File: config.mk
export PLATFORM = sky130hd
export DESIGN_NAME = bit_to_symbol_mapper_flat
export DESIGN_NICKNAME = d
export VERILOG_FILES = /design/src/bts_pkg.sv /design/src/bts_in_if.sv /design/src/bts_out_if.sv /design/src/bts_cfg_if.sv /design/src/bit_to_symbol_mapper.sv /design/src/bts_ctrl.sv /design/src/bts_dpath.sv /design/src/flat_wrapper.sv
export VERILOG_INCLUDE_DIRS = /design/src /design/src/src
export SDC_FILE = /design/constraint.sdc
export NUM_CORES = 1
export LEC_CHECK = 0
export ABC_AREA = 0
export BUFFER_PORTS_ARGS = -buffer_cell sky130_fd_sc_hd__buf_2
export CAP_MARGIN = 40
export CORE_MARGIN = 2
export CORE_UTILIZATION = 55
export CTS_CLUSTER_SIZE = 16
export DETAILED_ROUTE_END_ITERATION = 16
export GPL_TIMING_DRIVEN = 0
export HOLD_SLACK_MARGIN = 0.12
export PLACE_DENSITY = 0.76
export REMOVE_ABC_BUFFERS = 1
export SYNTH_ARGS = -nofsm -noshare
export SYNTH_HDL_FRONTEND = slang
export SYNTH_HIERARCHICAL = 1
export SYNTH_SLANG_ARGS = --single-unit
File: constraint.sdc
create_clock -name clk -period 4.5 [get_ports clk]
set_input_delay 0.675 -clock clk [delete_from_list [all_inputs] [get_ports clk]]
set_output_delay 0.675 -clock clk [all_outputs]
set_load 0.05 [all_outputs]
File: src/assert_macros.svh
// Assertion macros shared by the RTL of the bit-to-symbol mapper.
`ifndef ASSERT_MACROS_SVH
`define ASSERT_MACROS_SVH

// Check a property on every rising edge of clk, suspended while rst is high.
`define BTS_ASSERT(lbl, prop, msg) \
  lbl: assert property (@(posedge clk) disable iff (rst) prop) else $error(msg);

// Check that a condition never holds on a rising edge of clk outside reset.
`define BTS_ASSERT_NEVER(lbl, expr, msg) \
  lbl: assert property (@(posedge clk) disable iff (rst) !(expr)) else $error(msg);

`endif

File: src/bts_pkg.sv
// Types, constants and the group-size decoder of the bit-to-symbol mapper.
package bts_pkg;

  localparam int unsigned BYTE_W    = 8;
  localparam int unsigned SYM_W     = 8;
  localparam int unsigned WIDTH_W   = 4;
  localparam int unsigned ACC_W     = 16;
  localparam int unsigned HELD_W    = 4;
  localparam int unsigned GRP_W     = 3;
  localparam int unsigned MAX_ORDER = 8;

  localparam logic [WIDTH_W-1:0] WIDTH_RESET = WIDTH_W'(2);
  localparam logic [GRP_W-1:0]   GRP_NONE    = GRP_W'(0);
  localparam logic [GRP_W-1:0]   GRP_THREE   = GRP_W'(3);
  localparam logic [GRP_W-1:0]   GRP_FOUR    = GRP_W'(4);

  typedef enum logic {
    ST_IDLE,
    ST_BUSY
  } state_t;

  // Commands from the controller to the datapath
  typedef struct packed {
    logic cfg_wr;
    logic load;
    logic pad;
    logic emit;
  } cmd_t;

  // Status from the datapath to the controller
  typedef struct packed {
    logic out_free;
    logic sym_avail;
    logic item_err;
    logic is_last;
  } sts_t;

  // Bytes per group for a symbol width; GRP_NONE marks a width that fits no group
  function automatic logic [GRP_W-1:0] group_bytes(input logic [WIDTH_W-1:0] w);
    logic [GRP_W-1:0] g;
    if (32'(w) > MAX_ORDER) begin
      g = GRP_NONE;
    end else begin
      unique case (w) inside
        WIDTH_W'(1), WIDTH_W'(2), WIDTH_W'(4), WIDTH_W'(8): g = GRP_FOUR;
        WIDTH_W'(3), WIDTH_W'(6):                           g = GRP_THREE;
        default:                                            g = GRP_NONE;
      endcase
    end
    return g;
  endfunction

endpackage

File: src/bts_in_if.sv
// Byte input channel: valid/ready handshake carrying one stream byte.
interface bts_in_if;
  logic                        valid;
  logic                        ready;
  logic [bts_pkg::BYTE_W-1:0]  data_byte;
  logic                        end_of_stream;

  modport source (output valid, output data_byte, output end_of_stream, input ready);
  modport sink   (input valid, input data_byte, input end_of_stream, output ready);
endinterface

File: src/bts_out_if.sv
// Symbol output channel: valid/ready handshake carrying one symbol word.
interface bts_out_if;
  logic                        valid;
  logic                        ready;
  logic [bts_pkg::SYM_W-1:0]   symbol_index;
  logic                        last_of_run;
  logic                        stream_done;
  logic                        config_error;

  modport source (output valid, output symbol_index, output last_of_run,
                  output stream_done, output config_error, input ready);
  modport sink   (input valid, input symbol_index, input last_of_run,
                  input stream_done, input config_error, output ready);
endinterface

File: src/bts_cfg_if.sv
// Configuration write channel: valid/ready handshake carrying the symbol width.
interface bts_cfg_if;
  logic                         valid;
  logic                         ready;
  logic [bts_pkg::WIDTH_W-1:0]  bits_per_symbol;

  modport source (output valid, output bits_per_symbol, input ready);
  modport sink   (input valid, input bits_per_symbol, output ready);
endinterface

File: src/bit_to_symbol_mapper.sv
// Top level of the bit-to-symbol mapper: channel wiring of controller and datapath.
//
// Bytes arrive on byte_in and are cut MSB first into symbols of bits_per_symbol bits
// (reset value 2), delivered one word per symbol on sym_out. Widths 1, 2, 4 and 8 work
// on groups of four bytes, widths 3 and 6 on groups of three; bits left over from a byte
// carry into the next byte of its group and no symbol crosses a group boundary. A byte
// with end_of_stream set closes the stream: its group is padded with zero bytes, every
// remaining symbol is sent, and the accumulator starts afresh. last_of_run marks the
// final word caused by a byte and stream_done the final word of a stream. Any other
// width gives one word per byte with config_error set and symbol_index zero. Writing
// cfg discards a partial group; cfg is taken only while no byte is in flight, and it
// takes precedence over a byte offered in the same cycle. One byte is handled at a
// time: the byte is accepted, then the single output register is loaded with one
// symbol per cycle while the sink takes words, and a zero byte is padded into the
// group in place of a symbol where an ended stream still lacks bits. An error byte
// gives its single word. The output register lets the next byte enter while the
// last word is still waiting.
module bit_to_symbol_mapper (
  input  logic        clk,
  input  logic        rst,
  bts_in_if.sink      byte_in,
  bts_out_if.source   sym_out,
  bts_cfg_if.sink     cfg
);

  bts_pkg::cmd_t cmd;
  bts_pkg::sts_t sts;

  // Sequence accept, padding and symbol emission
  bts_ctrl u_ctrl (
    .clk       (clk),
    .rst       (rst),
    .in_valid  (byte_in.valid),
    .cfg_valid (cfg.valid),
    .sts       (sts),
    .in_ready  (byte_in.ready),
    .cfg_ready (cfg.ready),
    .cmd       (cmd)
  );

  // Hold the bit accumulator, group counters and the output word
  bts_dpath u_dpath (
    .clk           (clk),
    .rst           (rst),
    .cmd           (cmd),
    .sts           (sts),
    .data_byte     (byte_in.data_byte),
    .end_of_stream (byte_in.end_of_stream),
    .cfg_width     (cfg.bits_per_symbol),
    .out_ready     (sym_out.ready),
    .out_valid     (sym_out.valid),
    .symbol_index  (sym_out.symbol_index),
    .last_of_run   (sym_out.last_of_run),
    .stream_done   (sym_out.stream_done),
    .config_error  (sym_out.config_error)
  );

endmodule

File: src/bts_ctrl.sv
// Controller state machine of the bit-to-symbol mapper.
`include "assert_macros.svh"

module bts_ctrl (
  input  logic          clk,
  input  logic          rst,
  input  logic          in_valid,
  input  logic          cfg_valid,
  input  bts_pkg::sts_t sts,
  output logic          in_ready,
  output logic          cfg_ready,
  output bts_pkg::cmd_t cmd
);

  bts_pkg::state_t state;
  bts_pkg::state_t state_next;

  always_ff @(posedge clk) begin
    if (rst) begin
      state <= bts_pkg::ST_IDLE;
    end else begin
      state <= state_next;
    end
  end

  always_comb begin
    state_next = state;
    unique case (state)
      bts_pkg::ST_IDLE: begin
        if (in_valid && !cfg_valid) begin
          state_next = bts_pkg::ST_BUSY;
        end
      end
      bts_pkg::ST_BUSY: begin
        if (sts.out_free && (sts.item_err || sts.sym_avail) && sts.is_last) begin
          state_next = bts_pkg::ST_IDLE;
        end
      end
      default: state_next = bts_pkg::ST_IDLE;
    endcase
  end

  always_comb begin
    in_ready  = 1'b0;
    cfg_ready = 1'b0;
    cmd       = '0;
    unique case (state)
      bts_pkg::ST_IDLE: begin
        // configuration wins over a byte offered in the same cycle
        cfg_ready  = 1'b1;
        in_ready   = !cfg_valid;
        cmd.cfg_wr = cfg_valid;
        cmd.load   = in_valid && !cfg_valid;
      end
      bts_pkg::ST_BUSY: begin
        cmd.pad  = !sts.item_err && !sts.sym_avail;
        cmd.emit = sts.out_free && (sts.item_err || sts.sym_avail);
      end
      default: begin
        cmd = '0;
      end
    endcase
  end

  `BTS_ASSERT(a_emit_needs_slot, cmd.emit |-> sts.out_free, "symbol emitted into a full output register")
  `BTS_ASSERT(a_load_goes_busy, cmd.load |=> (state == bts_pkg::ST_BUSY) && !in_ready, "byte accepted without entering busy")
  `BTS_ASSERT_NEVER(a_pad_and_emit, cmd.pad && cmd.emit, "pad and emit issued together")

endmodule

File: src/bts_dpath.sv
// Datapath of the bit-to-symbol mapper: accumulator, counters and output register.
`include "assert_macros.svh"

module bts_dpath (
  input  logic                          clk,
  input  logic                          rst,
  input  bts_pkg::cmd_t                 cmd,
  output bts_pkg::sts_t                 sts,
  input  logic [bts_pkg::BYTE_W-1:0]    data_byte,
  input  logic                          end_of_stream,
  input  logic [bts_pkg::WIDTH_W-1:0]   cfg_width,
  input  logic                          out_ready,
  output logic                          out_valid,
  output logic [bts_pkg::SYM_W-1:0]     symbol_index,
  output logic                          last_of_run,
  output logic                          stream_done,
  output logic                          config_error
);

  logic [bts_pkg::WIDTH_W-1:0] width;
  logic [bts_pkg::ACC_W-1:0]   acc;
  logic [bts_pkg::HELD_W-1:0]  held;
  logic [bts_pkg::GRP_W-1:0]   bytes;
  logic                        eos;
  logic                        err;

  logic [bts_pkg::GRP_W-1:0]   grp;
  logic [bts_pkg::HELD_W-1:0]  held_after;
  logic [bts_pkg::ACC_W-1:0]   shifted;
  logic [bts_pkg::SYM_W:0]     mask_wide;
  logic [bts_pkg::SYM_W-1:0]   sym;
  logic                        more_pad;
  logic                        grp_done;
  logic                        is_last;

  assign grp        = bts_pkg::group_bytes(width);
  assign held_after = held - width;
  assign shifted    = acc >> held_after;
  assign mask_wide  = ((bts_pkg::SYM_W+1)'(1) << width) - (bts_pkg::SYM_W+1)'(1);
  assign sym        = bts_pkg::SYM_W'(shifted) & mask_wide[bts_pkg::SYM_W-1:0];
  assign more_pad   = eos && (bytes < grp);
  assign grp_done   = bytes >= grp;
  assign is_last    = err || ((held_after < width) && !more_pad);

  assign sts.out_free  = !out_valid || out_ready;
  assign sts.sym_avail = held >= width;
  assign sts.item_err  = err;
  assign sts.is_last   = is_last;

  always_ff @(posedge clk) begin
    if (rst) begin
      width <= bts_pkg::WIDTH_RESET;
      acc   <= '0;
      held  <= '0;
      bytes <= '0;
      eos   <= 1'b0;
      err   <= 1'b0;
    end else begin
      if (cmd.cfg_wr) begin
        width <= cfg_width;
        acc   <= '0;
        held  <= '0;
        bytes <= '0;
      end
      if (cmd.load) begin
        eos <= end_of_stream;
        err <= (grp == bts_pkg::GRP_NONE);
        if (grp != bts_pkg::GRP_NONE) begin
          acc   <= {acc[bts_pkg::ACC_W-bts_pkg::BYTE_W-1:0], data_byte};
          held  <= held + bts_pkg::HELD_W'(bts_pkg::BYTE_W);
          bytes <= bytes + bts_pkg::GRP_W'(1);
        end
      end
      if (cmd.pad) begin
        acc   <= {acc[bts_pkg::ACC_W-bts_pkg::BYTE_W-1:0], bts_pkg::BYTE_W'(0)};
        held  <= held + bts_pkg::HELD_W'(bts_pkg::BYTE_W);
        bytes <= bytes + bts_pkg::GRP_W'(1);
      end
      if (cmd.emit) begin
        if (err) begin
          if (eos) begin
            acc   <= '0;
            held  <= '0;
            bytes <= '0;
          end
        end else if (is_last && (eos || grp_done)) begin
          acc   <= '0;
          held  <= '0;
          bytes <= '0;
        end else begin
          held <= held_after;
        end
      end
    end
  end

  always_ff @(posedge clk) begin
    if (rst) begin
      out_valid <= 1'b0;
    end else if (cmd.emit) begin
      out_valid <= 1'b1;
    end else if (out_ready) begin
      out_valid <= 1'b0;
    end
  end

  always_ff @(posedge clk) begin
    if (cmd.emit) begin
      symbol_index <= err ? '0 : sym;
      last_of_run  <= is_last;
      stream_done  <= is_last && eos;
      config_error <= err;
    end
  end

  `BTS_ASSERT(a_group_bound, (grp == bts_pkg::GRP_NONE) || (bytes <= grp), "byte count ran past the group size")
  `BTS_ASSERT(a_flush_clears, (cmd.emit && is_last && eos) |=> (held == '0) && (bytes == '0), "state not cleared after end of stream")
  `BTS_ASSERT(a_err_word, (cmd.emit && err) |=> out_valid && last_of_run && config_error, "error word not delivered as a single last word")

endmodule
File: src/flat_wrapper.sv
// flat-port wrapper written by rule: the top's interface ports become plain ports
module bit_to_symbol_mapper_flat 
  (clk, rst, byte_in_valid, byte_in_data_byte, byte_in_end_of_stream, byte_in_ready, sym_out_valid, sym_out_symbol_index, sym_out_last_of_run, sym_out_stream_done, sym_out_config_error, sym_out_ready, cfg_valid, cfg_bits_per_symbol, cfg_ready);
  bts_in_if byte_in_i ();
  bts_out_if sym_out_i ();
  bts_cfg_if cfg_i ();
  input  logic clk;
  input  logic rst;
  input wire logic [$bits(byte_in_i.valid)-1:0] byte_in_valid;
  input wire logic [$bits(byte_in_i.data_byte)-1:0] byte_in_data_byte;
  input wire logic [$bits(byte_in_i.end_of_stream)-1:0] byte_in_end_of_stream;
  output wire logic [$bits(byte_in_i.ready)-1:0] byte_in_ready;
  output wire logic [$bits(sym_out_i.valid)-1:0] sym_out_valid;
  output wire logic [$bits(sym_out_i.symbol_index)-1:0] sym_out_symbol_index;
  output wire logic [$bits(sym_out_i.last_of_run)-1:0] sym_out_last_of_run;
  output wire logic [$bits(sym_out_i.stream_done)-1:0] sym_out_stream_done;
  output wire logic [$bits(sym_out_i.config_error)-1:0] sym_out_config_error;
  input wire logic [$bits(sym_out_i.ready)-1:0] sym_out_ready;
  input wire logic [$bits(cfg_i.valid)-1:0] cfg_valid;
  input wire logic [$bits(cfg_i.bits_per_symbol)-1:0] cfg_bits_per_symbol;
  output wire logic [$bits(cfg_i.ready)-1:0] cfg_ready;
  assign byte_in_i.valid = byte_in_valid;
  assign byte_in_i.data_byte = byte_in_data_byte;
  assign byte_in_i.end_of_stream = byte_in_end_of_stream;
  assign byte_in_ready = byte_in_i.ready;
  assign sym_out_valid = sym_out_i.valid;
  assign sym_out_symbol_index = sym_out_i.symbol_index;
  assign sym_out_last_of_run = sym_out_i.last_of_run;
  assign sym_out_stream_done = sym_out_i.stream_done;
  assign sym_out_config_error = sym_out_i.config_error;
  assign sym_out_i.ready = sym_out_ready;
  assign cfg_i.valid = cfg_valid;
  assign cfg_i.bits_per_symbol = cfg_bits_per_symbol;
  assign cfg_ready = cfg_i.ready;
  bit_to_symbol_mapper u_core (.clk(clk), .rst(rst), .byte_in(byte_in_i), .sym_out(sym_out_i), .cfg(cfg_i));
endmodule
; ---- Yosys cells after proc, flatten, opt, wreduce, memory -nomap -nowiden
; Index checks and enable logic that the tools add are counted.
[op_classes]
n_reduce_logical = 22
shift = 2
mux = 35
div_mod_pow = 0
eq_ne = 6
bitwise_logic = 2
add_sub_neg = 4
multipliers = 0
order_cmp = 5
[ops]
columns = cell, n
row1 = 16-bit two-way mux, 8
row2 = 4-bit two-way mux, 8
row3 = 3-bit two-way mux, 9
row4 = 16-bit by 4-bit right shift with 8-bit output, 1
row5 = 8-bit AND, 1
row6 = 4-bit by 2-bit equality test with 1-bit output (second input constant), 2
row7 = 4-bit by 3-bit equality test with 1-bit output (second input constant), 2
row8 = 1-bit logical AND, 8
row9 = 1-bit by 4-bit left shift with 8-bit output (first input constant), 1
row10 = 8-bit by 2-bit subtractor with 8-bit output (second input constant), 1
row11 = 1-bit two-way mux, 6
row12 = 3-bit one-hot mux with 2 select lines, 1
row13 = 1-bit zero test, 5
row14 = 4-bit adder (second input constant), 1
row15 = 4-bit by 1-bit equality test with 1-bit output (second input constant), 1
row16 = 4-bit equality test (second input constant), 1
row17 = 4-bit >= comparator, 1
row18 = 4-bit greater-than comparator (second input constant), 1
row19 = 1-bit logical OR, 4
row20 = 4-bit less-than comparator, 1
row21 = 2-bit two-way mux, 2
row22 = 4-bit OR reduction, 1
row23 = 4-bit subtractor, 1
row24 = 3-bit by 1-bit adder with 3-bit output (second input constant), 1
row25 = 8 further kinds, 8
[totals]
ff_bits = 42
memories = 0
latchBits = 0
romBits = 0
ram_bits = 0
out_inout_bits = 14
elab_cells = 88

; ---- Logic depth before layout (Yosys ltp)
; Gate-level depths: netlist (run 1).
[depth]
word_depth = 13
depth_mapped = 14

; ---- Hierarchy
; The synthesis (run 1) kept the hierarchy.
[modules_own_cells]
columns = mod, seq_area_each_um2, cells_each, area_each_um2, instances
row1 = bts_dpath, 930.9, 301, 2816.5, 1
row2 = bts_ctrl, 20.0, 9, 76.3, 1

; ---- Worst setup path before layout (run 1)
; Ideal clock, no wire load.
[synth_timing]
path_type = register -> register
start = register u_core/u_dpath/width[1] in the netlist's numbering
end = register u_core/u_dpath/acc[8] in the netlist's numbering
path_buffers = 3
slack_ns = 1.324
setup_ns = 0.134
arrival_ns = 3.041
path_stages_with_launch = 14
period_less_slack_ns = 3.176
path_cell_list = dfxtp_1 buf_2 inv_1 fa_1 xnor2_1 inv_1 clkbuf_1 ha_1 o21a_1 o31ai_1 nand4b_1 a21oi_2 buf_4 nor3_1
[synth_via]
elab_chain_len = 13
elab_cells_between_ends = 35
classes_between = add/sub: 1 / order compare: 5 / eq/ne: 6 / mux: 10 / reduce/logical: 13
[synth_lines]
columns = item, line
row1 = "start, declared", bts_dpath.sv:20  ; logic [bts_pkg::WIDTH_W-1:0] width;
row2 = "start signal, assigned", bts_dpath.sv:52  ; width <= bts_pkg::WIDTH_RESET;
row3 = "start signal, assigned", bts_dpath.sv:60  ; width <= cfg_width;
row4 = 4-bit by 1-bit equality test with 1-bit output (tied with other cells), bts_dpath.sv:36  ; assign grp = bts_pkg::group_bytes(width);
row5 = 4-bit OR reduction / 2-bit OR reduction (equally long branches), bts_pkg.sv:44  ; unique case (w) inside
row6 = 3-bit one-hot mux with 2 select lines, bts_pkg.sv:44
row7 = 3-bit two-way mux, bts_pkg.sv:41  ; if (32'(w) > MAX_ORDER) begin
row8 = 3-bit less-than comparator, bts_dpath.sv:41  ; assign more_pad = eos && (bytes < grp);
row9 = 1-bit logical AND, bts_dpath.sv:41
row10 = 1-bit zero test, bts_dpath.sv:43  ; assign is_last = err || ((held_after < width) && !more_pad);
row11 = 1-bit logical AND, bts_dpath.sv:43
row12 = 1-bit logical OR, bts_dpath.sv:43
row13 = 1-bit logical AND, bts_dpath.sv:86  ; end else if (is_last && (eos || grp_done)) begin
row14 = 16-bit two-way mux, bts_dpath.sv:86
row15 = 16-bit two-way mux, bts_dpath.sv:80  ; if (err) begin
row16 = 16-bit two-way mux (*), bts_dpath.sv:79  ; if (cmd.emit) begin
row17 = "end signal, assigned", bts_dpath.sv:69  ; acc <= {acc[bts_pkg::ACC_W-bts_pkg::BYTE_W-1:0], data_byte};
row18 = "end signal, assigned", bts_dpath.sv:75  ; acc <= {acc[bts_pkg::ACC_W-bts_pkg::BYTE_W-1:0], bts_pkg::BYTE_W'(0)};
row19 = "end, declared", bts_dpath.sv:21  ; logic [bts_pkg::ACC_W-1:0] acc;
; Mark *: on every way between the ends. The rest lies on a longest branch, timed or not.
; A chain may end at the register's enable or synchronous reset.

; ---- Final worst setup path (run 1)
[layout_timing]
start = register u_core/u_dpath/width[0] in the netlist's numbering
end = register u_core/u_dpath/acc[8] in the netlist's numbering
; The elaborated chain is that of the path after synthesis.

==> impl_metrics.yaml, run 1 <==
floorplan:
  start_util_pct: 56.6
  dieArea_sq_mm: 0.00586
  placementRows: 26
  die_w_um: 76.5
  io_pins: 32
  core_area_sq_mm: 0.00511
  die_h_um: 76.5
cells_and_area:
  fill_cells: 459
  fin_area_sq_mm: 0.00314
  post-route-util_pct: 61.5
  drive_above_1_share_pct: 21.1
  area_growth_pct: 8.56
  fin_nets: 362
  antennaDiodeCount: 0
synthesis:
  synth_area_leader_cell: "dfxtp_1"
  ys_top_cells_by_area: "dfxtp_1, edfxtp_1, mux2i_1"
  synth_area_per_cell_sq_um: 9.33
  synth_top_area_share_pct: 21.5
  synth_edf_count: 11
  async_flop_share_pct: 0
  syn_area_sq_mm: 0.00289
  seq_area_frac_synth_pct: 32.9
  ys_seq_elements: 42
  yosysWarningCount: 6
  synth_top_flop_cell: "dfxtp_1"
  syn_inst: 310
  synth.distinct_cells: 55
timing:
  fin_tns_setup_ps: 0
  period_needed_ps: 3830
  finalCritPeriodShare_pct: 85.1
  slew_viol_final: 0
  clock_skew_ps: 8.06
  rsz0062_at_grt: "false"
  setup_viol: 0
  slew_headroom_pct: 41.7
  fmax_mhz: 261
  finalHoldViolCount: 0
  worst_slew_pin_slew_ps: 875
setup_path:
  r2r_slack_ps: 670
  crit_arrival_ps: 4000
  timing.rr.start: "u_core/u_dpath/width[0]"
  worst_setup_path_start_kind: "flip-flop"
  crit_required_ps: 4670
  critPathMaxFanout: 16
  worstSetupPathType: "flip-flop to flip-flop"
  worst_setup_path_end_kind: "flip-flop"
  r2r_end: "u_core/u_dpath/acc[8]"
  rr_worst_depth: 12
power:
  p_clk_share_pct: 23.1
  intPower_w: 0.000692
  peakVddDrop_mv: 0.222
  switching_share_pct: 37.3
  p_comb_share_pct: 37.3
  power.leakage_nw: 1.32
  power_frac_seq_pct: 39.7
  power_density_mw_per_mm2: 352
  p_switching_w: 0.000412
grt:
  grt_overflow_total: 0
  grt_pass1_wl_um: 10500
  track_usage_pct: 22.1
  grt_pass1_vias: 2160
  antenna_found_initial: 0
  grt_max_degree: 23
worst_hold_path:
  min_from: "u_core/u_dpath/held[2]"
  min_path_cells: 1
  holdPathEnd: "u_core/u_dpath/held[2]"
  hold_class: "flip-flop to flip-flop"
cts:
  cts_sinks: 42
  cts_buffer_depth: 2
  cts_tree: "yes"
  cts_resized: 0
  cts_setup_buffers: 0
  cts_buffers: 5
  root_buffer: "clkbuf_8"
  htreeDepth: 2
  clkLatencyLatePin_ps: 300
  cts_hold_buf: 0
  clk_pin_slew_worst_paths_ps: 80
placement:
  portBuffers: 31
  placed_area_sq_mm: 0.00305
  dp_hpwl_um: 4480
  place_congestion: 0.897
routing:
  first_pass_iters: 4
  route.detailed.drc: 0
  viasPerCell: 5.84
  routed_wl_um: 6200
  drt-wirelength-per-cell_um: 15.5
  drt-initial-drc-count: 146
  vias: 2343
  final_antenna_net_count: 0
flow_run:
  drv_cap: 0
outcome:
  outcome: "completed"
-- kinds of logic after synthesis --
kind of cell    after synthesis  share of synthesized area (%)
compound gates               60                           14.7
buf+inv                      35                           6.06
xor+xnor                      6                           2.08
simple gates                117                           23.6
fa+ha+maj                    14                           6.32
mux                          36                           14.4
flops                        42                           32.9
-- state kept, by name, summed over array words and instances (netlist names) --
signal / flops
u_core/u_dpath/held: 4
u_core/u_dpath/eos: 1
u_core/u_dpath/stream_done: 1
u_core/u_ctrl/state: 1
u_core/u_dpath/last_of_run: 1
u_core/u_dpath/err: 1
u_core/u_dpath/config_error: 1
u_core/u_dpath/acc: 16
u_core/u_dpath/width: 4
u_core/u_dpath/symbol_index: 8
u_core/u_dpath/bytes: 3
u_core/u_dpath/out_valid: 1
-- layer usage --
| layer | global-route usage, % | vias to the layer above | part of all wire (%) |
|---|---|---|---|
| met3 | 5.21 | 11 | 6.8 |
| met1 | 30.9 | 1089 | 46 |
| met2 | 33.1 | 67 | 46 |
| met5 | 0 | - | 0 |
| met4 | 8.18 | 0 | 1.8 |
| li1 | - | 1176 | - |
-- placed cells by master (no fill, tap or decap), drive strengths merged, types with 2 or more instances in the layout --
master and count:
nor2 18, and2 4, nor3 17, ha 13
xor2 3, dfxtp 31, a211oi 19, a2111oi 3
o21a 2, o211ai 2, nor2b 16, or2 3
a21oi 15, nand2 20, xnor2 3, nand3b 10
o2bb2ai 2, edfxtp 11, inv 14, nor4 3
mux4 4, mux2i 27, nor4b 2, nand4b 2
clkbuf 7, buf 34, nand3 12, nand2b 4
mux2 5, o21ai 10, and3 2, nand4 2
-- metrics by stage --
| stage | power (W) | setup WS (ps) | hold WS (ps) | cells |
|---|---|---|---|---|
| final | 0.00110 | 670 | 475 | 401 |
| after global routing | 0.00117 | 426 | 492 | 401 |
| after CTS | 0.00111 | 720 | 481 | 401 |
| after detailed placement | 0.000852 | 739 | 456 | 393 |
| after global placement | 0.000835 | -206 | 454 | 390 |
| after floorplan | 0.000750 | 713 | 436 | 289 |
-- Yosys cell counts (all sizes together) (2+ instances only) --
cell type / number
o2bb2ai: 2
and3: 2
xnor2: 3
o21ai: 10
inv: 14
mux2: 5
nand4b: 2
a211oi: 19
ha: 13
a2111oi: 3
nor4: 3
nand3b: 10
dfxtp: 31
clkbuf: 6
a21oi: 15
nor3: 17
edfxtp: 11
xor2: 3
nor2b: 16
buf: 15
o21a: 2
or2: 3
and2: 4
nand2: 20
nand3: 12
nand4: 2
mux2i: 27
nor2: 18
nor4b: 2
nand2b: 4
o211ai: 2
mux4: 4
-- how the worst max path moves through the flow --
stage	startpoint	endpoint	slack (ps)
2_1_floorplan	u_core/u_dpath/width[0]	u_core/u_dpath/acc[0]	710
3_3_place_gp	u_core/u_dpath/width[0]	u_core/u_dpath/acc[2]	-210
3_5_place_dp	u_core/u_dpath/width[0]	u_core/u_dpath/acc[8]	740
4_1_cts	u_core/u_dpath/width[0]	u_core/u_dpath/acc[8]	720
5_1_grt	u_core/u_dpath/width[0]	u_core/u_dpath/acc[10]	430
6_report	u_core/u_dpath/width[0]	u_core/u_dpath/acc[8]	670
-- cell type report --
| cell class | count | area, sq um | area share (%) |
|---|---|---|---|
| clock inverter | 1 | 5.00 | 0.159 |
| timing repair buffer | 34 | 189 | 6.02 |
| clock buffer | 7 | 86.3 | 2.75 |
| tap | 70 | 87.6 | 2.79 |
| inverter | 14 | 52.6 | 1.67 |
| multi-input combinational | 233 | 1770 | 56.3 |
| sequential | 42 | 951 | 30.3 |
-- power by group through the flow --
| stage | Combinational [W] | Clock [W] | Sequential (W) |
|---|---|---|---|
| 3_5_place_dp | 0.000406 | 0 | 0.000446 |
| 2_1_floorplan | 0.000285 | 0 | 0.000466 |
| 4_1_cts | 0.000409 | 0.000260 | 0.000437 |
| 3_3_place_gp | 0.000390 | 0 | 0.000445 |
| 5_1_grt | 0.000450 | 0.000275 | 0.000441 |
| 6_report | 0.000411 | 0.000255 | 0.000438 |
-- critical path, stage by stage, from the launching register on --
cell and delay (ps):
dfxtp_1 630, ha_1 260, inv_1 60, fa_1 390
xnor2_1 300, buf_4 230, inv_1 220, ha_1 280
o31ai_1 440, nand4b_1 220, a21oi_2 340, buf_6 240
nor3_1 70
Note: power is estimated with default switching activity, not from simulation.
==> run 2, diff against run 1 <==
Settings changed: SYNTH_HIERARCHICAL 1 to unset.
==> run 2 against run 1 <==
Against the previous run: clock skew shrank 1.2 ps; non-clock buffer count is 1 lower; worst hold slack improved by 12 ps; synthesized cell count fell by 3.5%; register-to-register slack worse by 190 ps; critical path type unchanged.
==> impl_metrics.yaml, run 2 <==
cts:
  cts_tree: "yes"
  cts_setup_buffers: 0
  cts_hold_buf: 0
  clk_pin_slew_worst_paths_ps: 90
  root_buffer: "clkbuf_8"
  htreeDepth: 2
  cts_resized: 0
  clkLatencyLatePin_ps: 300
  cts_sinks: 42
  cts_buffer_depth: 2
  cts_buffers: 5
floorplan:
  dieArea_sq_mm: 0.00564
  die_h_um: 75.1
  die_w_um: 75.1
  io_pins: 32
  core_area_sq_mm: 0.00479
  start_util_pct: 58.1
  placementRows: 25
timing:
  clock_skew_ps: 6.86
  slew_viol_final: 0
  finalHoldViolCount: 0
  fmax_mhz: 249
  slew_headroom_pct: 40.8
  period_needed_ps: 4020
  fin_tns_setup_ps: 0
  rsz0062_at_grt: "false"
  timing.final.ws_setup_ps: 477
  worst_slew_pin_slew_ps: 888
  hold-worst-slack_ps: 487
  finalCritPeriodShare_pct: 89.4
  setup_viol: 0
setup_path:
  crit_arrival_ps: 4210
  critPathMaxFanout: 22
  crit_required_ps: 4690
  crit_chain: "ha_1, inv_1, fa_1, ha_1, nor2b_1, o2111ai_1, o311ai_2, o21ai_0, buf_2, a21oi_1"
  cpPeakStageDelay_ps: 1120
  worst_setup_path_end_kind: "flip-flop"
  crit_path_top_delay_cell: "fa_1"
  worstSetupPathType: "flip-flop to flip-flop"
  critPathMostFrequentCell: "ha_1"
  worst_setup_path_start_kind: "flip-flop"
synthesis:
  async_flop_share_pct: 0
  synth_area_per_cell_sq_um: 9.31
  yosysWarningCount: 0
  syn_area_sq_mm: 0.00278
  ys_seq_elements: 42
  yosysMostFrequentCell: "dfxtp_1"
  synth_top_area_share_pct: 22.3
  synth_area_leader_cell: "dfxtp_1"
  synth_top_flop_cell: "dfxtp_1"
  synth.distinct_cells: 57
  ys_top_cells_by_area: "dfxtp_1, edfxtp_1, mux4_2"
  syn_inst: 299
  synth_commonest_cells: "dfxtp_1, a21oi_1, nand2_1, nand3_1, inv_1"
  seq_area_frac_synth_pct: 34.2
  synth_edf_count: 11
routing:
  vias: 2299
  first_pass_iters: 4
  viasPerCell: 5.94
  drt-wirelength-per-cell_um: 15.2
  route.detailed.drc: 0
  routed_wl_um: 5900
  drt-initial-drc-count: 157
  final_antenna_net_count: 0
grt:
  grtUsageMet1_pct: 34.2
  met2_usage_pct: 34.3
  globalRouteMet3Util_pct: 4.69
  grt_pass1_vias: 1988
  grt_pass1_wl_um: 9840
  grt_overflow_total: 0
  antenna_found_initial: 0
  busiest_layer: "met2"
  track_usage_pct: 23.0
  grt_max_degree: 23
placement:
  place_congestion: 0.891
  dp_hpwl_um: 4320
  portBuffers: 31
  place_ws_ps: 551
worst_hold_path:
  hold_class: "flip-flop to flip-flop"
power:
  peakVddDrop_mv: 0.223
  power_density_mw_per_mm2: 365
  power_w: 0.00111
  power.leakage_nw: 1.25
cells_and_area:
  area_growth_pct: 9.26
  layout_common_cells: "buf_2, dfxtp_1, a21oi_1"
  antennaDiodeCount: 0
  top_register: "u_core.u_dpath.acc"
  fin_nets: 351
  reg_top3: "u_core.u_dpath.acc: 16 flops, u_core.u_dpath.symbol_index: 8 flops"
  drive_above_1_share_pct: 18.4
  largest_register_ffs: 16
  layout_commonest_cell: "buf_2"
  post-route-util_pct: 63.5
outcome:
  outcome: "completed"
flow_run:
  drv_cap: 0
==> run 2: cell types whose count changed in the layout (fill, tap and decap cells not counted), moves of 4 or more <==
cell      previous run  this run
a211oi_1            19         6
a31oi_1              1         9
nor2_1              18        14
nand2b_1             4        13
nor3_2               9         1
nand3_1             12        17
a21oi_1             13        25
mux2i_1             27        14
mux2_2               5         0
nand3b_1            10         2
mux4_2               4         9
and3_1               2        11
nor2b_1             15         3
==> run 2: kinds of logic after synthesis <==
family                   share of synthesized area (%)
AND/OR/NAND/NOR                                   19.1
AO/OA/AOI/OAI                                     17.8
flip-flops                                        34.2
buffers and inverters                             5.80
multiplexers                                      14.5
adder cells (fa/ha/maj)                           6.56
XOR/XNOR                                          2.11
==> run 2: power by group <==
part	leakage (nW)	switching, W	internal [W]
logic	0.833	0.000239	0.000148
clock network	0.0539	0.000139	0.000144
registers	0.361	0.0000247	0.000414
==> run 2: final cells by class <==
type                    count  area [sq um]
repair buffers             33           175
inverters                  15          56.3
well taps                  67          83.8
clock inverters             1          6.26
fillers                   409          1750
flip-flops and latches     42           951
multi-input cells         222          1670
clock buffers               7          97.6
==> run 2: per-layer routing <==
metal | share of wire [%] | vias up
li1 | - | 1151
met1 | 48 | 1091
met4 | 1.2 | 0
met3 | 4.2 | 7
met5 | 0 | -
met2 | 46 | 50
==> run 2: worst paths after layout <==
| check | end | slack [ps] | cells past startpoint | from |
|---|---|---|---|---|
| worst max-delay path | u_core.u_dpath.acc[10] | 480 | 10 | u_core.u_dpath.width[0] |
| worst min-delay path | u_core.u_dpath.acc[15] | 490 | 2 | u_core.u_dpath.acc[15] |
| worst max register to register | u_core.u_dpath.acc[10] | 480 | 10 | u_core.u_dpath.width[0] |
| worst min register to register | u_core.u_dpath.acc[15] | 490 | 2 | u_core.u_dpath.acc[15] |
==> run 2: through the flow <==
step / cells / cell area, sq um
floorplan: 279 / 2680
global placement: 377 / 2920
detailed placement: 379 / 2940
CTS: 387 / 3040
global route: 387 / 3040
finish: 387 / 3040
==> run 2: worst max-delay path: cells and delay by family (launching register included) <==
family,cells,cell delay (ps)
compound gates,4,1040
fa+ha+maj,3,1730
buf+inv,2,350
flops,1,650
simple gates,1,140
==> run 3, diff against run 2 <==
Settings changed: RECOVER_POWER set to 25.
==> run 3 against run 2 <==
Against the previous run: global-route usage unchanged; count of clock-buffer cells in the layout unchanged; worst setup slack better by 3.9 ps; clock power about the same; largest power group unchanged; critical path depth unchanged; register-to-register slack about the same; worst hold slack unchanged; critical path type unchanged; sequential share of layout area up 0.13 points; non-clock buffer count unchanged.
==> impl_metrics.yaml, run 3 (synthesized netlist as in run 2, its figures left out) <==
outcome:
  outcome: "completed"
cts:
  cts_tree: "yes"
  cts_buffer_depth: 2
  clkLatencyLatePin_ps: 300
  htreeDepth: 2
  cts_hold_buf: 0
  cts_buffers: 5
  cts_setup_buffers: 0
  cts_resized: 0
  clk_pin_slew_worst_paths_ps: 90
  root_buffer: "clkbuf_8"
  cts_sinks: 42
timing:
  slew_headroom_pct: 40.8
  hold-worst-slack_ps: 487
  period_needed_ps: 4020
  rsz0062_at_grt: "false"
  fin_tns_setup_ps: 0
  finalHoldViolCount: 0
  clock_skew_ps: 5.56
  fmax_mhz: 249
  slew_viol_final: 0
  worst_slew_pin_slew_ps: 888
  setup_viol: 0
  finalCritPeriodShare_pct: 89.3
cells_and_area:
  post-route-util_pct: 63.3
  antennaDiodeCount: 0
  fin_area_sq_mm: 0.00303
  area_growth_pct: 8.81
  layout_commonest_cell: "dfxtp_1"
  fill_cells: 417
  largest_register_ffs: 16
  fin_nets: 351
  top_register: "u_core.u_dpath.acc"
  reg_top3: "u_core.u_dpath.acc: 16 flops, u_core.u_dpath.symbol_index: 8 flops"
  drive_above_1_share_pct: 15.3
  regArea_sq_um: 951
  layout_common_cells: "dfxtp_1, a21oi_1, buf_2"
  multi_input_area_sq_mm: 0.00167
floorplan:
  placementRows: 25
  die_w_um: 75.1
  io_pins: 32
  start_util_pct: 58.1
  dieArea_sq_mm: 0.00564
  core_area_sq_mm: 0.00479
  die_h_um: 75.1
routing:
  drt-wirelength-per-cell_um: 15.3
  final_antenna_net_count: 0
  drt-initial-drc-count: 159
  routed_wl_um: 5910
  viasPerCell: 5.94
  route.detailed.drc: 0
  vias: 2300
  first_pass_iters: 4
grt:
  grt_pass1_wl_um: 9840
  grt_overflow_total: 0
  antenna_found_initial: 0
  track_usage_pct: 23.0
  grt_pass1_vias: 1988
  grt_max_degree: 23
setup_path:
  critPathMostFrequentCell: "ha_1"
  crit_arrival_ps: 4210
  crit_path_top_delay_cell: "fa_1"
  worstSetupPathType: "flip-flop to flip-flop"
  worst_setup_path_start_kind: "flip-flop"
  worst_setup_path_end_kind: "flip-flop"
  critPathMaxFanout: 22
  crit_chain: "ha_1, inv_1, fa_1, ha_1, nor2b_1, o2111ai_1, o311ai_2, o21ai_0, buf_2, a21oi_1"
  crit_required_ps: 4690
  cpPeakStageDelay_ps: 1120
  path_delay_family: "adder cells"
  cp_num_buf_inv: 2
placement:
  dp_hpwl_um: 4320
  placed_area_sq_mm: 0.00294
  portBuffers: 31
  place_congestion: 0.891
power:
  peakVddDrop_mv: 0.223
  power_density_mw_per_mm2: 366
  power.leakage_nw: 1.21
flow_run:
  drv_cap: 0
worst_hold_path:
  hold_class: "flip-flop to flip-flop"
run 3: metrics by stage:
step | power [W] | setup slack (ps) | cells
after floorplan | 0.000742 | 952 | 279
after global placement | 0.000818 | 237 | 377
after detailed placement | 0.000829 | 551 | 379
after CTS | 0.00111 | 492 | 387
after global routing | 0.00117 | 157 | 387
final | 0.00111 | 481 | 387
run 3: cell type report:
cell class                 count  area share (%)
clock buffer                   7            3.22
clock inverter                 1           0.207
timing repair buffer          33            5.37
sequential                    42            31.4
inverter                      15            1.86
tap                           67            2.77
multi-input combinational    222            55.2
run 3: final timing paths:
kind / startpoint / to / slack [ps] / depth (start not counted)
max: u_core.u_dpath.width[0] / u_core.u_dpath.acc[10] / 480 / 10
min reg2reg: u_core.u_dpath.acc[15] / u_core.u_dpath.acc[15] / 490 / 2
max reg2reg: u_core.u_dpath.width[0] / u_core.u_dpath.acc[10] / 480 / 10
min: u_core.u_dpath.acc[15] / u_core.u_dpath.acc[15] / 490 / 2
run 3: report_power, final:
part / total, W / internal, W / switching, W / leakage (nW)
Clock: 0.000282 / 0.000144 / 0.000138 / 0.0539
Combinational: 0.000386 / 0.000146 / 0.000239 / 0.798
Sequential: 0.000439 / 0.000414 / 0.0000248 / 0.361
run 3: worst register-to-register path: stages (launching register included):
cell	delay, ps
dfxtp_1	650
ha_1	260
inv_1	60
fa_1	1120
ha_1	360
nor2b_1	140
o2111ai_1	220
o311ai_2	230
o21ai_0	530
buf_2	290
a21oi_1	60
run 3: layer usage:
layer	track usage, %	vias up	wire, um
li1	-	1151	-
met5	0	-	0
met3	4.69	7	254
met2	34.3	50	2730
met1	34.2	1092	2850
met4	5.85	0	69
